`config.mk`:
```
export PLATFORM = sky130hd
export DESIGN_NAME = peer_table_with_aging_unit
export DESIGN_NICKNAME = d
export VERILOG_FILES = /design/src/rtl/core/pta_pkg.sv /design/src/rtl/core/peer_table_with_aging_unit.sv /design/src/rtl/core/pta_cmp.sv /design/src/rtl/core/pta_store.sv /design/src/rtl/core/pta_ctrl.sv
export SDC_FILE = /design/constraint.sdc
export NUM_CORES = 2
export LEC_CHECK = 0
export ABC_AREA = 1
export ABC_CLOCK_PERIOD_IN_PS = 13120
export BUFFER_PORTS_ARGS = -buffer_cell sky130_fd_sc_hd__clkbuf_2
export CORE_MARGIN = 4
export CORE_UTILIZATION = 45
export CTS_BUF_LIST = sky130_fd_sc_hd__clkbuf_8
export DETAILED_ROUTE_END_ITERATION = 8
export PLACE_DENSITY_LB_ADDON = 0.12
export SYNTH_ARGS = -nofsm -noshare
export SYNTH_HDL_FRONTEND = slang
export SYNTH_SLANG_ARGS = --single-unit
```
`constraint.sdc`:
```
create_clock -name clk -period 13.12 [get_ports clk]
set_input_delay 1.968 -clock clk [delete_from_list [all_inputs] [get_ports clk]]
set_output_delay 1.968 -clock clk [all_outputs]
set_load 0.005 [all_outputs]
```
`src/rtl/core/pta_pkg.sv`:
```
// ----------------------------------------------------------------------------
// pta_pkg
// Shared types and constants for the peer table with aging.
// ----------------------------------------------------------------------------
`default_nettype none

package pta_pkg;

  localparam int PEER_SLOTS = 16;
  localparam int IDX_W      = (PEER_SLOTS > 1) ? $clog2(PEER_SLOTS) : 1;
  localparam int CNT_W      = $clog2(PEER_SLOTS + 1);
  localparam int KEY_W      = 48;
  localparam int TIME_W     = 32;
  localparam int TMO_W      = 16;
  localparam int ACT_W      = 2;
  localparam int SLOT_W     = 4;
  localparam int STAT_W     = 3;
  localparam int PCNT_W     = 5;

  localparam logic [TMO_W-1:0] TIMEOUT_RST = TMO_W'(1000);

  // actions
  localparam logic [ACT_W-1:0] ACT_ADD    = 2'd0;
  localparam logic [ACT_W-1:0] ACT_REMOVE = 2'd1;
  localparam logic [ACT_W-1:0] ACT_SWEEP  = 2'd2;
  localparam logic [ACT_W-1:0] ACT_NOP    = 2'd3;

  // result status
  localparam logic [STAT_W-1:0] ST_ADDED    = 3'd0;
  localparam logic [STAT_W-1:0] ST_PRESENT  = 3'd1;
  localparam logic [STAT_W-1:0] ST_FULL     = 3'd2;
  localparam logic [STAT_W-1:0] ST_REMOVED  = 3'd3;
  localparam logic [STAT_W-1:0] ST_NOTFOUND = 3'd4;
  localparam logic [STAT_W-1:0] ST_SWEPT    = 3'd5;
  localparam logic [STAT_W-1:0] ST_SKIPPED  = 3'd6;

  typedef logic [IDX_W-1:0] idx_t;

  // sequencer -> slot store
  typedef struct packed {
    logic rd_en;
    idx_t rd_idx;
    logic wr_en;   // write key/stamp and mark slot used
    idx_t wr_idx;
    logic clr_en;  // mark slot free
    idx_t clr_idx;
  } store_ctl_t;

endpackage

`default_nettype wire

```
`src/rtl/core/peer_table_with_aging_unit.sv`:
```
// ----------------------------------------------------------------------------
// peer_table_with_aging_unit
// Peer address table with add, remove and timed aging sweep.
// ----------------------------------------------------------------------------
//  channel   | handshake            | payload
//  ----------+----------------------+---------------------------------------------
//  request   | start / busy         | in_action, in_mac_address, in_now_time
//  result    | out_valid (strobe)   | out_slot, out_status, out_peer_count,
//            |                      | out_removed_count
//  config    | cfg_we               | cfg_wdata (timeout_ms)
//
//  A request walks every slot through the single key/stamp memory read port,
//  then passes the drain step and the result step; a sweep first passes the
//  period check. A sweep that the period check skips goes straight to the
//  result step, and so does a no-op.
//  The result strobe comes in the cycle after the last step; busy drops at the
//  same time, so the next request can start while the result is on the ports.
//  Synchronous active-low reset empties the table, timeout_ms returns to 1000.
//  The receiver cannot stall: each result is valid for exactly one cycle.
// ----------------------------------------------------------------------------
`default_nettype none

module peer_table_with_aging_unit import pta_pkg::*; (
  input  wire logic                 clk,
  input  wire logic                 rst_n,
  input  wire logic                 start,
  output logic                      busy,
  input  wire logic [ACT_W-1:0]     in_action,
  input  wire logic [KEY_W-1:0]     in_mac_address,
  input  wire logic [TIME_W-1:0]    in_now_time,
  input  wire logic                 cfg_we,
  input  wire logic [TMO_W-1:0]     cfg_wdata,
  output logic                      out_valid,
  output logic [SLOT_W-1:0]         out_slot,
  output logic [STAT_W-1:0]         out_status,
  output logic [PCNT_W-1:0]         out_peer_count,
  output logic [PCNT_W-1:0]         out_removed_count
);

  store_ctl_t            st_ctl;
  logic [KEY_W-1:0]      wr_key;
  logic [TIME_W-1:0]     wr_stamp;
  logic [KEY_W-1:0]      rd_key;
  logic [TIME_W-1:0]     rd_stamp;
  logic [PEER_SLOTS-1:0] used;

  pta_store u_store (
    .clk      (clk),
    .rst_n    (rst_n),
    .ctl      (st_ctl),
    .wr_key   (wr_key),
    .wr_stamp (wr_stamp),
    .rd_key   (rd_key),
    .rd_stamp (rd_stamp),
    .used     (used)
  );

  pta_ctrl u_ctrl (
    .clk               (clk),
    .rst_n             (rst_n),
    .start             (start),
    .in_action         (in_action),
    .in_mac_address    (in_mac_address),
    .in_now_time       (in_now_time),
    .cfg_we            (cfg_we),
    .cfg_wdata         (cfg_wdata),
    .busy              (busy),
    .st_ctl            (st_ctl),
    .wr_key            (wr_key),
    .wr_stamp          (wr_stamp),
    .rd_key            (rd_key),
    .rd_stamp          (rd_stamp),
    .used              (used),
    .out_valid         (out_valid),
    .out_slot          (out_slot),
    .out_status        (out_status),
    .out_peer_count    (out_peer_count),
    .out_removed_count (out_removed_count)
  );

endmodule

`default_nettype wire

```
`src/rtl/core/pta_cmp.sv`:
```
// ----------------------------------------------------------------------------
// pta_cmp
// Shared compare unit: key equality and wrapped time age against timeout.
// ----------------------------------------------------------------------------
`default_nettype none

module pta_cmp import pta_pkg::*; (
  input  wire logic [KEY_W-1:0]  key_a,
  input  wire logic [KEY_W-1:0]  key_b,
  input  wire logic [TIME_W-1:0] time_a,
  input  wire logic [TIME_W-1:0] time_b,
  input  wire logic [TMO_W-1:0]  limit,
  output logic                   key_match,
  output logic                   aged
);

  logic [TIME_W-1:0] diff;

  // modulo 2^32 difference
  assign diff      = time_a - time_b;
  assign aged      = (diff >= TIME_W'(limit));
  assign key_match = (key_a == key_b);

endmodule

`default_nettype wire

```
`src/rtl/core/pta_store.sv`:
```
// ----------------------------------------------------------------------------
// pta_store
// Slot store: key and stamp memories with registered read, used bits in flops.
// ----------------------------------------------------------------------------
`default_nettype none

module pta_store import pta_pkg::*; (
  input  wire logic                  clk,
  input  wire logic                  rst_n,
  input  wire store_ctl_t            ctl,
  input  wire logic [KEY_W-1:0]      wr_key,
  input  wire logic [TIME_W-1:0]     wr_stamp,
  output logic [KEY_W-1:0]           rd_key,
  output logic [TIME_W-1:0]          rd_stamp,
  output logic [PEER_SLOTS-1:0]      used
);

  logic [KEY_W-1:0]      key_mem   [PEER_SLOTS];
  logic [TIME_W-1:0]     stamp_mem [PEER_SLOTS];
  logic [KEY_W-1:0]      rd_key_r;
  logic [TIME_W-1:0]     rd_stamp_r;
  logic [PEER_SLOTS-1:0] used_r;

  always_ff @(posedge clk) begin
    if (ctl.wr_en) begin
      key_mem[ctl.wr_idx]   <= wr_key;
      stamp_mem[ctl.wr_idx] <= wr_stamp;
    end
    if (ctl.rd_en) begin
      rd_key_r   <= key_mem[ctl.rd_idx];
      rd_stamp_r <= stamp_mem[ctl.rd_idx];
    end
  end

  always_ff @(posedge clk) begin
    if (!rst_n) begin
      used_r <= '0;
    end else begin
      if (ctl.wr_en)
        used_r[ctl.wr_idx] <= 1'b1;
      if (ctl.clr_en)
        used_r[ctl.clr_idx] <= 1'b0;
    end
  end

  assign rd_key   = rd_key_r;
  assign rd_stamp = rd_stamp_r;
  assign used     = used_r;

endmodule

`default_nettype wire

```
`src/rtl/core/pta_ctrl.sv`:
```
// ----------------------------------------------------------------------------
// pta_ctrl
// Sequencer: walks the slots once per add, remove or due sweep through the shared compare unit.
// ----------------------------------------------------------------------------
`default_nettype none

module pta_ctrl import pta_pkg::*; (
  input  wire logic                  clk,
  input  wire logic                  rst_n,
  input  wire logic                  start,
  input  wire logic [ACT_W-1:0]      in_action,
  input  wire logic [KEY_W-1:0]      in_mac_address,
  input  wire logic [TIME_W-1:0]     in_now_time,
  input  wire logic                  cfg_we,
  input  wire logic [TMO_W-1:0]      cfg_wdata,
  output logic                       busy,
  output store_ctl_t                 st_ctl,
  output logic [KEY_W-1:0]           wr_key,
  output logic [TIME_W-1:0]          wr_stamp,
  input  wire logic [KEY_W-1:0]      rd_key,
  input  wire logic [TIME_W-1:0]     rd_stamp,
  input  wire logic [PEER_SLOTS-1:0] used,
  output logic                       out_valid,
  output logic [SLOT_W-1:0]          out_slot,
  output logic [STAT_W-1:0]          out_status,
  output logic [PCNT_W-1:0]          out_peer_count,
  output logic [PCNT_W-1:0]          out_removed_count
);

  localparam logic [2:0] S_IDLE  = 3'd0;
  localparam logic [2:0] S_GATE  = 3'd1;
  localparam logic [2:0] S_SCAN  = 3'd2;
  localparam logic [2:0] S_DRAIN = 3'd3;
  localparam logic [2:0] S_FIN   = 3'd4;

  localparam idx_t LAST_IDX = IDX_W'(PEER_SLOTS - 1);

  logic [2:0]        state_r, state_nxt;
  logic [ACT_W-1:0]  act_r;
  logic [KEY_W-1:0]  key_r;
  logic [TIME_W-1:0] now_r;
  logic [TMO_W-1:0]  timeout_r;
  logic [TIME_W-1:0] last_sweep_r;
  idx_t              cnt_r;
  logic              pv_r;
  idx_t              pidx_r;
  logic              found_r;
  idx_t              fidx_r;
  logic              free_r;
  idx_t              freeidx_r;
  logic [CNT_W-1:0]  rem_r;
  logic [CNT_W-1:0]  live_r;
  logic              skip_r;

  logic              out_valid_r;
  logic [SLOT_W-1:0] out_slot_r;
  logic [STAT_W-1:0] out_status_r;
  logic [PCNT_W-1:0] out_pcnt_r;
  logic [PCNT_W-1:0] out_rem_r;
  logic [SLOT_W-1:0] out_slot_nxt;
  logic [STAT_W-1:0] out_status_nxt;
  logic [PCNT_W-1:0] out_pcnt_nxt;
  logic [PCNT_W-1:0] out_rem_nxt;

  logic [TIME_W-1:0] cmp_time_b;
  logic              key_match;
  logic              aged;
  logic              cur_used;
  logic              sweep_hit;
  logic              accept;

  assign accept     = start && (state_r == S_IDLE);
  assign cmp_time_b = (state_r == S_GATE) ? last_sweep_r : rd_stamp;
  assign cur_used   = used[pidx_r];
  assign sweep_hit  = pv_r && (act_r == ACT_SWEEP) && cur_used && aged;

  pta_cmp u_cmp (
    .key_a     (key_r),
    .key_b     (rd_key),
    .time_a    (now_r),
    .time_b    (cmp_time_b),
    .limit     (timeout_r),
    .key_match (key_match),
    .aged      (aged)
  );

  always_comb begin
    state_nxt = state_r;
    case (state_r)
      S_IDLE: begin
        if (start) begin
          if (in_action == ACT_SWEEP)
            state_nxt = S_GATE;
          else if (in_action == ACT_NOP)
            state_nxt = S_FIN;
          else
            state_nxt = S_SCAN;
        end
      end
      S_GATE:  state_nxt = aged ? S_SCAN : S_FIN;
      S_SCAN:  state_nxt = (cnt_r == LAST_IDX) ? S_DRAIN : S_SCAN;
      S_DRAIN: state_nxt = S_FIN;
      S_FIN:   state_nxt = S_IDLE;
      default: state_nxt = S_IDLE;
    endcase
  end

  // store control
  always_comb begin
    st_ctl        = '0;
    st_ctl.rd_en  = (state_r == S_SCAN);
    st_ctl.rd_idx = cnt_r;
    st_ctl.wr_idx = freeidx_r;
    if (sweep_hit) begin
      st_ctl.clr_en  = 1'b1;
      st_ctl.clr_idx = pidx_r;
    end
    if (state_r == S_FIN) begin
      if (act_r == ACT_ADD && !found_r && free_r)
        st_ctl.wr_en = 1'b1;
      if (act_r == ACT_REMOVE && found_r) begin
        st_ctl.clr_en  = 1'b1;
        st_ctl.clr_idx = fidx_r;
      end
    end
  end

  assign wr_key   = key_r;
  assign wr_stamp = now_r;

  always_ff @(posedge clk) begin
    if (!rst_n) begin
      state_r      <= S_IDLE;
      timeout_r    <= TIMEOUT_RST;
      last_sweep_r <= '0;
      live_r       <= '0;
      pv_r         <= 1'b0;
      out_valid_r  <= 1'b0;
    end else begin
      state_r     <= state_nxt;
      pv_r        <= (state_r == S_SCAN);
      out_valid_r <= (state_r == S_FIN);
      if (cfg_we)
        timeout_r <= cfg_wdata;
      if (state_r == S_GATE && aged)
        last_sweep_r <= now_r;
      if (sweep_hit)
        live_r <= live_r - CNT_W'(1);
      if (state_r == S_FIN) begin
        if (act_r == ACT_ADD && !found_r && free_r)
          live_r <= live_r + CNT_W'(1);
        if (act_r == ACT_REMOVE && found_r)
          live_r <= live_r - CNT_W'(1);
      end
    end
  end

  // datapath registers
  always_ff @(posedge clk) begin
    if (accept) begin
      act_r     <= in_action;
      key_r     <= in_mac_address;
      now_r     <= in_now_time;
      cnt_r     <= '0;
      found_r   <= 1'b0;
      free_r    <= 1'b0;
      fidx_r    <= '0;
      freeidx_r <= '0;
      rem_r     <= '0;
      skip_r    <= 1'b0;
    end
    if (state_r == S_GATE)
      skip_r <= !aged;
    if (state_r == S_SCAN)
      cnt_r <= cnt_r + IDX_W'(1);
    pidx_r <= cnt_r;
    if (pv_r && act_r != ACT_SWEEP) begin
      if (cur_used && key_match && !found_r) begin
        found_r <= 1'b1;
        fidx_r  <= pidx_r;
      end
      if (!cur_used && !free_r) begin
        free_r    <= 1'b1;
        freeidx_r <= pidx_r;
      end
    end
    if (sweep_hit)
      rem_r <= rem_r + CNT_W'(1);
  end

  // result fields, taken in the final step
  always_comb begin
    out_slot_nxt   = '0;
    out_rem_nxt    = '0;
    out_pcnt_nxt   = PCNT_W'(live_r);
    out_status_nxt = ST_SKIPPED;
    case (act_r)
      ACT_ADD: begin
        if (found_r) begin
          out_slot_nxt   = SLOT_W'(fidx_r);
          out_status_nxt = ST_PRESENT;
        end else if (free_r) begin
          out_slot_nxt   = SLOT_W'(freeidx_r);
          out_status_nxt = ST_ADDED;
          out_pcnt_nxt   = PCNT_W'(live_r + CNT_W'(1));
        end else begin
          out_status_nxt = ST_FULL;
        end
      end
      ACT_REMOVE: begin
        if (found_r) begin
          out_slot_nxt   = SLOT_W'(fidx_r);
          out_status_nxt = ST_REMOVED;
          out_pcnt_nxt   = PCNT_W'(live_r - CNT_W'(1));
        end else begin
          out_status_nxt = ST_NOTFOUND;
        end
      end
      ACT_SWEEP: begin
        if (!skip_r) begin
          out_status_nxt = ST_SWEPT;
          out_rem_nxt    = PCNT_W'(rem_r);
        end
      end
      default: out_status_nxt = ST_SKIPPED;
    endcase
  end

  // result register, one-cycle strobe
  always_ff @(posedge clk) begin
    if (state_r == S_FIN) begin
      out_slot_r   <= out_slot_nxt;
      out_rem_r    <= out_rem_nxt;
      out_pcnt_r   <= out_pcnt_nxt;
      out_status_r <= out_status_nxt;
    end
  end

  assign busy              = (state_r != S_IDLE);
  assign out_valid         = out_valid_r;
  assign out_slot          = out_slot_r;
  assign out_status        = out_status_r;
  assign out_peer_count    = out_pcnt_r;
  assign out_removed_count = out_rem_r;

endmodule

`default_nettype wire

```
# --- Word-level counts from Yosys, hierarchy flattened ---
# Memories as Yosys holds them, arrays and structs flattened. A register that Yosys moved wholly into a read port is not among the register bits.
# Cells that the tools add are included.
# Widths: inputs -> output; s select.
totals:
  regBits: 197
  mem_bits_rw: 1280
  in_bits: 102
  n_memories: 2
mem_list:
  columns: ["memory", "words", "width", "rd", "rd_clocked_by_memory_dff", "wr", "line_no", "source"]
  rows:
  - ["u_store.key_mem", 16, 48, 1, 1, 1, "pta_store.sv:18", "logic [KEY_W-1:0] key_mem [PEER_SLOTS];"]
  - ["u_store.stamp_mem", 16, 32, 1, 1, 1, "pta_store.sv:19", "logic [TIME_W-1:0] stamp_mem [PEER_SLOTS];"]
classes:
  n_addsub: 5
  magnitude_cmp: 6
  eq_ne: 12
  muxes: 58
  n_bitwise: 4
  n_reduce_logical: 25
ops:
  columns: ["cell", "n"]
  rows:
  - ["$mux 5", 12]
  - ["$eq 48x48->1", 1]
  - ["$mux 16", 3]
  - ["$mux 4", 11]
  - ["$ge 32x16->1", 1]
  - ["$mux 32", 1]
  - ["$sub 32x32->32", 1]
  - ["$mux 3", 6]
  - ["$and 16x16->16", 1]
  - ["$mux 1", 16]
  - ["$not 16->16", 1]
  - ["$or 16x16->16", 1]
  - ["$lt 4x5->1 const B", 3]
  - ["$logic_and 1x1->1", 14]
  - ["$pmux 3 s4", 1]
  - ["$add 5x1->5 const B", 2]
  - ["$pmux 5 s2", 1]
  - ["$pmux 3 s3", 1]
  - ["$demux 1 s4", 2]
  - ["$ge 4x1->1 const B", 2]
  - ["$pmux 4 s2", 1]
  - ["$eq 2x2->1 const B", 3]
  - ["$eq 3x2->1 const B", 2]
  - ["$reduce_bool 2->1", 3]
  - ["15 further kinds", 20]

# --- Longest topological paths before layout ---
logic_depth:
  depth_word: 15
  mapped_depth: 33
  mapped_depth_nobuf: 32

# --- Cells and area by module ---
# From an unflattened synthesis, not the netlist that was laid out.
unflattened:
  hier_cells: 6721
  area_unflattened_um2: 68249.2
modules_own_cells:
  columns: ["mod", "n_inst", "cells_per_inst", "area_per_inst_um2", "seq_area_each_um2"]
  rows:
  - ["pta_store", 1, 5343, 57595.2, 41159.5]
  - ["pta_ctrl", 1, 669, 6991.7, 4714.5]
  - ["pta_cmp", 1, 709, 3662.3, 0.0]

# --- Least setup slack after synthesis ---
# OpenSTA, ideal clock, no wires.
synth_path:
  path_type: "register to register"
  start: "register u_ctrl.state_r[1]"
  end: "register u_ctrl.cnt_r[0], enable pin"
  setup_ns: 0.337
  t_arrival_ns: 7.106
  required_time_ns: 12.783
  path_slack_ns: 5.677
  path_stages_with_launch: 5
  path_buffers: 0
  synth_period_minus_slack_ns: 7.443
  path_cell_list: "dfxtp_1 inv_1 nor3_1 inv_1 nand2_1"
synth_lines:
  columns: ["item", "line_no", "source"]
  rows:
  - ["from (decl)", "pta_ctrl.sv:38", "logic [2:0] state_r, state_nxt;"]
  - ["from (signal assigned)", "pta_ctrl.sv:140", "state_r <= state_nxt;"]
  - ["to (signal assigned)", "pta_ctrl.sv:175", "cnt_r <= cnt_r + IDX_W'(1);"]
  - ["to (decl)", "pta_ctrl.sv:44", "idx_t cnt_r;"]

# --- Worst setup path after layout ---
layout_path:
  start: "register u_ctrl.state_r[2]"
  end: "register u_ctrl.last_sweep_r[0]"
layout_via:
  elab_chain_len: 5
layout_lines:
  columns: ["item", "line_no", "source"]
  rows:
  - ["$eq 3x1->1 (*)", "pta_ctrl.sv:73, pta_ctrl.sv:145", null]
  - ["$mux 32", "pta_ctrl.sv:73", "assign cmp_time_b = (state_r == S_GATE) ? last_sweep_r : rd_stamp;"]
  - ["$sub 32x32->32", "pta_cmp.sv:20", "assign diff = time_a - time_b;"]
  - ["$ge 32x16->1", "pta_cmp.sv:21", "assign aged = (diff >= TIME_W'(limit));"]
  - ["$logic_and 1x1->1 (*)", "pta_ctrl.sv:145", "if (state_r == S_GATE && aged)"]
  - ["to (signal assigned)", "pta_ctrl.sv:146", "last_sweep_r <= now_r;"]
  - ["to (decl)", "pta_ctrl.sv:43", "logic [TIME_W-1:0] last_sweep_r;"]
# Every way passes the cells marked *; elsewhere a longest branch is shown, timed or not.
# A chain may end at the register's enable or synchronous reset.

==> impl_results.md <==
* Status: complete, no violations
* RSZ-0062 raised after global routing: false
* Via count at 39260
* Number of buffers created by CTS at 278
* Vias in the first global route at 37950
* Wirelength per Cell at 23.38 µm
* Final Hold Violating Endpoints at 0
* Register area at 0.04587 mm²
* Area Overhead vs Synth at 11.69%
* CTS H-Tree Depth at 5
* Remaining DRCs at 0
* Netlist cell types at 46
* Synth top area share at 70.25%
* R2R Setup Slk at 8130 ps
* Die height at 381.6 µm
* CTS Hold Bufs at 0
* Initial antenna violation count at 1
* Post-CTS sizing at 0
* Synth top cells by count: edfxtp_1 (1469), nor2_1 (915), nand2_1 (482)
* Max-Slew Margin vs Limit at 15.83%
* Hold crit path type: reg2reg
* Post-Synth XOR/XNOR Area at 0.6695%
* Final ANT Viol Nets at 0
* Syn nets at 4981
* Simple-gate share of the synthesized area at 10.68%
* Post-synthesis adder-cell area fraction at 1.048%
* Max Slew Vio Count at 0
* Final period utilization at 38.01%
* Total gr overflow at 0
* Synth top area cells: edfxtp_1 (70%), nor2_1 (5.5%), o21ai_0 (3.3%)
* Crit-path max FO at 36
* Starting Density at 45.50%
* Total GRT Usage at 22.23%
* Nets at 5188
* Die Area at 0.1456 mm²
* Highest clock rate at 0.2005 GHz
* Fin Setup TNS at 0 ps
* Worst-Skew Late Latency at 990 ps
* First-pass GRT wire length at 243500 µm
* Yosys Warn Count at 0
* Area of the mapped netlist at 0.06280 mm²
* TritonCTS clock tree: done
* Synth Area in Compound Gates at 9.010%
* FP Rows at 136
* Mux contribution to synthesized area at 2.471%
* Mapped Cells at 4827
* Root buf cell: clkbuf_8
* # Max-Cap Violations at 0
* Multi-input combinational cell area at 0.01514 mm²
* Reg clk slew, reported paths at 60 ps
* Routability congestion estimate at 0.8753
* Main combinational cell family by area after synthesis: simple AND/OR/NAND/NOR gates
* Vias/cell at 5.549
* Core Area at 0.1380 mm²
* Worst Tran Pin Value at 1263 ps
* Fin cells at 7076
* Post-synth EDFFs at 1469
* Pwr Density at 153.2 mW/mm²
* Yosys top cell by area: edfxtp_1
* Largest stage delay on the critical path at 480 ps
* Worst Setup Path Type: reg2reg
* Yosys reg bits at 1557
* Sink Count at 1557
* IO Port Bufs at 120
* Count leader, synth: edfxtp_1
* Largest net degree at the start of global routing at 227
* Dpl cells at 6617
* Crit path top cell by count: nand2_1
* Top Ports at 121
* Sequential fraction of the synthesis area at 73.05%
* Final clock skew at 70.02 ps
* Maximum VDD drop at 0.08261 mV
* Die width at 381.6 µm
* Asr flop ratio synth at 0%
* Postcts setup bufs at 0
* Clock Path Buffers at 4
* Crit start category: flop
* DRT Pass-1 Iters at 6
* Minimum clock period at 4986 ps
* Final setup violation count at 0
* CP required at 13890 ps
* Crit-path slowest cell: buf_4
* Leak at 0.02456 µW
* Hpwl dp at 84400 µm
* Fillers at 11970
* Share of cells above drive strength 1 at 11.21%
* Ys flop type: edfxtp_1
* Crit path DAT at 5750 ps
* Drt initial violations at 3311
* Worst setup EP type: flop
* Mapped Avg Cell Area at 13.01 µm²
* Post-Route WL at 165400 µm
==> path summary, 6_finish.rpt <==
check                        from                     end  cells after the start
max reg2reg     u_ctrl.state_r[2]  u_ctrl.last_sweep_r[0]                     31
min reg2reg  u_ctrl.timeout_r[15]    u_ctrl.timeout_r[15]                      2
min          u_ctrl.timeout_r[15]    u_ctrl.timeout_r[15]                      2
max             u_ctrl.state_r[2]  u_ctrl.last_sweep_r[0]                     31
==> placed cells by master, fill, tap and decap left out, types with 13 or more instances in the layout <==
master and n:
nand2_2 15, nand3_1 182, xor2_1 42, o221ai_1 129
inv_2 16, nor3_1 13, edfxtp_1 1469, a21oi_1 50
nand2_1 482, o32ai_1 195, ha_1 51, o21ai_0 417
nand4_1 15, dfxtp_1 88, buf_4 68, o211ai_1 39
nor2_4 19, clkbuf_8 290, clkbuf_2 120, mux2i_1 155
clkinv_1 50, inv_1 314, nor2_1 897
==> routing by layer <==
layer  vias to the layer above  GRT usage (%)  wire length [µm]
li1                      18130              -                 -
met1                     19560          30.89             73600
met2                      1236          35.97             77550
met3                       332          3.675              9532
met4                         0          7.122              4757
met5                         -              0                 0
==> area by class of cell <==
cell class	instances	share of cell area (%)
flip-flops and latches	1557	65.41
multi-input cells	2772	21.58
clock buffers	290	5.691
well taps	1863	3.323
repair buffers	192	1.698
inverters	233	1.277
clock inverters	167	1.017
diodes	2	0.007136
==> kinds of logic (layout without fill, tap and decap cells) <==
group / count (synthesis) / in the layout
muxes: 155 / 155
xor gates and xnor gates: 48 / 48
other: 0 / 2
and+or+nand+nor: 1661 / 1661
AOI/OAI and AO/OA: 856 / 856
buffers and inverters: 498 / 882
adders and majority gates: 52 / 52
DFF: 1557 / 1557
==> registers in the layout, indices dropped and copies added (netlist names), 2 cells and up <==
register / cells
u_ctrl.last_sweep_r: 32
u_store.stamp_mem: 512
u_ctrl.out_peer_count: 5
u_store.rd_stamp: 32
u_store.key_mem: 768
u_ctrl.wr_key: 48
u_ctrl.state_r: 3
u_ctrl.out_status: 3
u_ctrl.wr_stamp: 32
u_ctrl.timeout_r: 16
u_ctrl.act_r: 2
u_ctrl.freeidx_r: 4
u_ctrl.pidx_r: 4
u_ctrl.rem_r: 5
u_ctrl.out_slot: 4
u_store.used: 16
u_ctrl.out_removed_count: 5
u_store.rd_key: 48
u_ctrl.fidx_r: 4
u_ctrl.cnt_r: 4
u_ctrl.live_r: 5
==> report_power, final <==
part | leakage (µW) | switching, µW | total, µW | internal [µW]
Combinational | 0.00777 | 761 | 1120 | 357
Sequential | 0.0140 | 117 | 5670 | 5550
Clock | 0.00278 | 1890 | 3950 | 2060
==> critical path, delay by kind of cell, from the launching register on <==
kind / cells / cell delay (ps)
AO/OA/AOI/OAI: 3 / 520
adder cells (fa/ha/maj): 3 / 700
flip-flops: 1 / 370
AND/OR/NAND/NOR: 19 / 1870
buffers and inverters: 5 / 1170
XOR/XNOR: 1 / 170
==> stage by stage <==
step,instance area (µm²),power (µW),worst slack (ps),utilization [%],hold WS (ps)
6_report,70140,10740,8134,50.82,477.0
3_5_place_dp,65430,6894,8134,47.41,471.1
2_1_floorplan,62800,6518,5677,-,370.3
5_1_grt,70130,11220,7557,50.82,498.8
3_3_place_gp,65430,6886,8210,47.41,460.9
4_1_cts,70130,10860,8082,50.82,483.1
No activity file was read; power rests on OpenSTA's default activity.
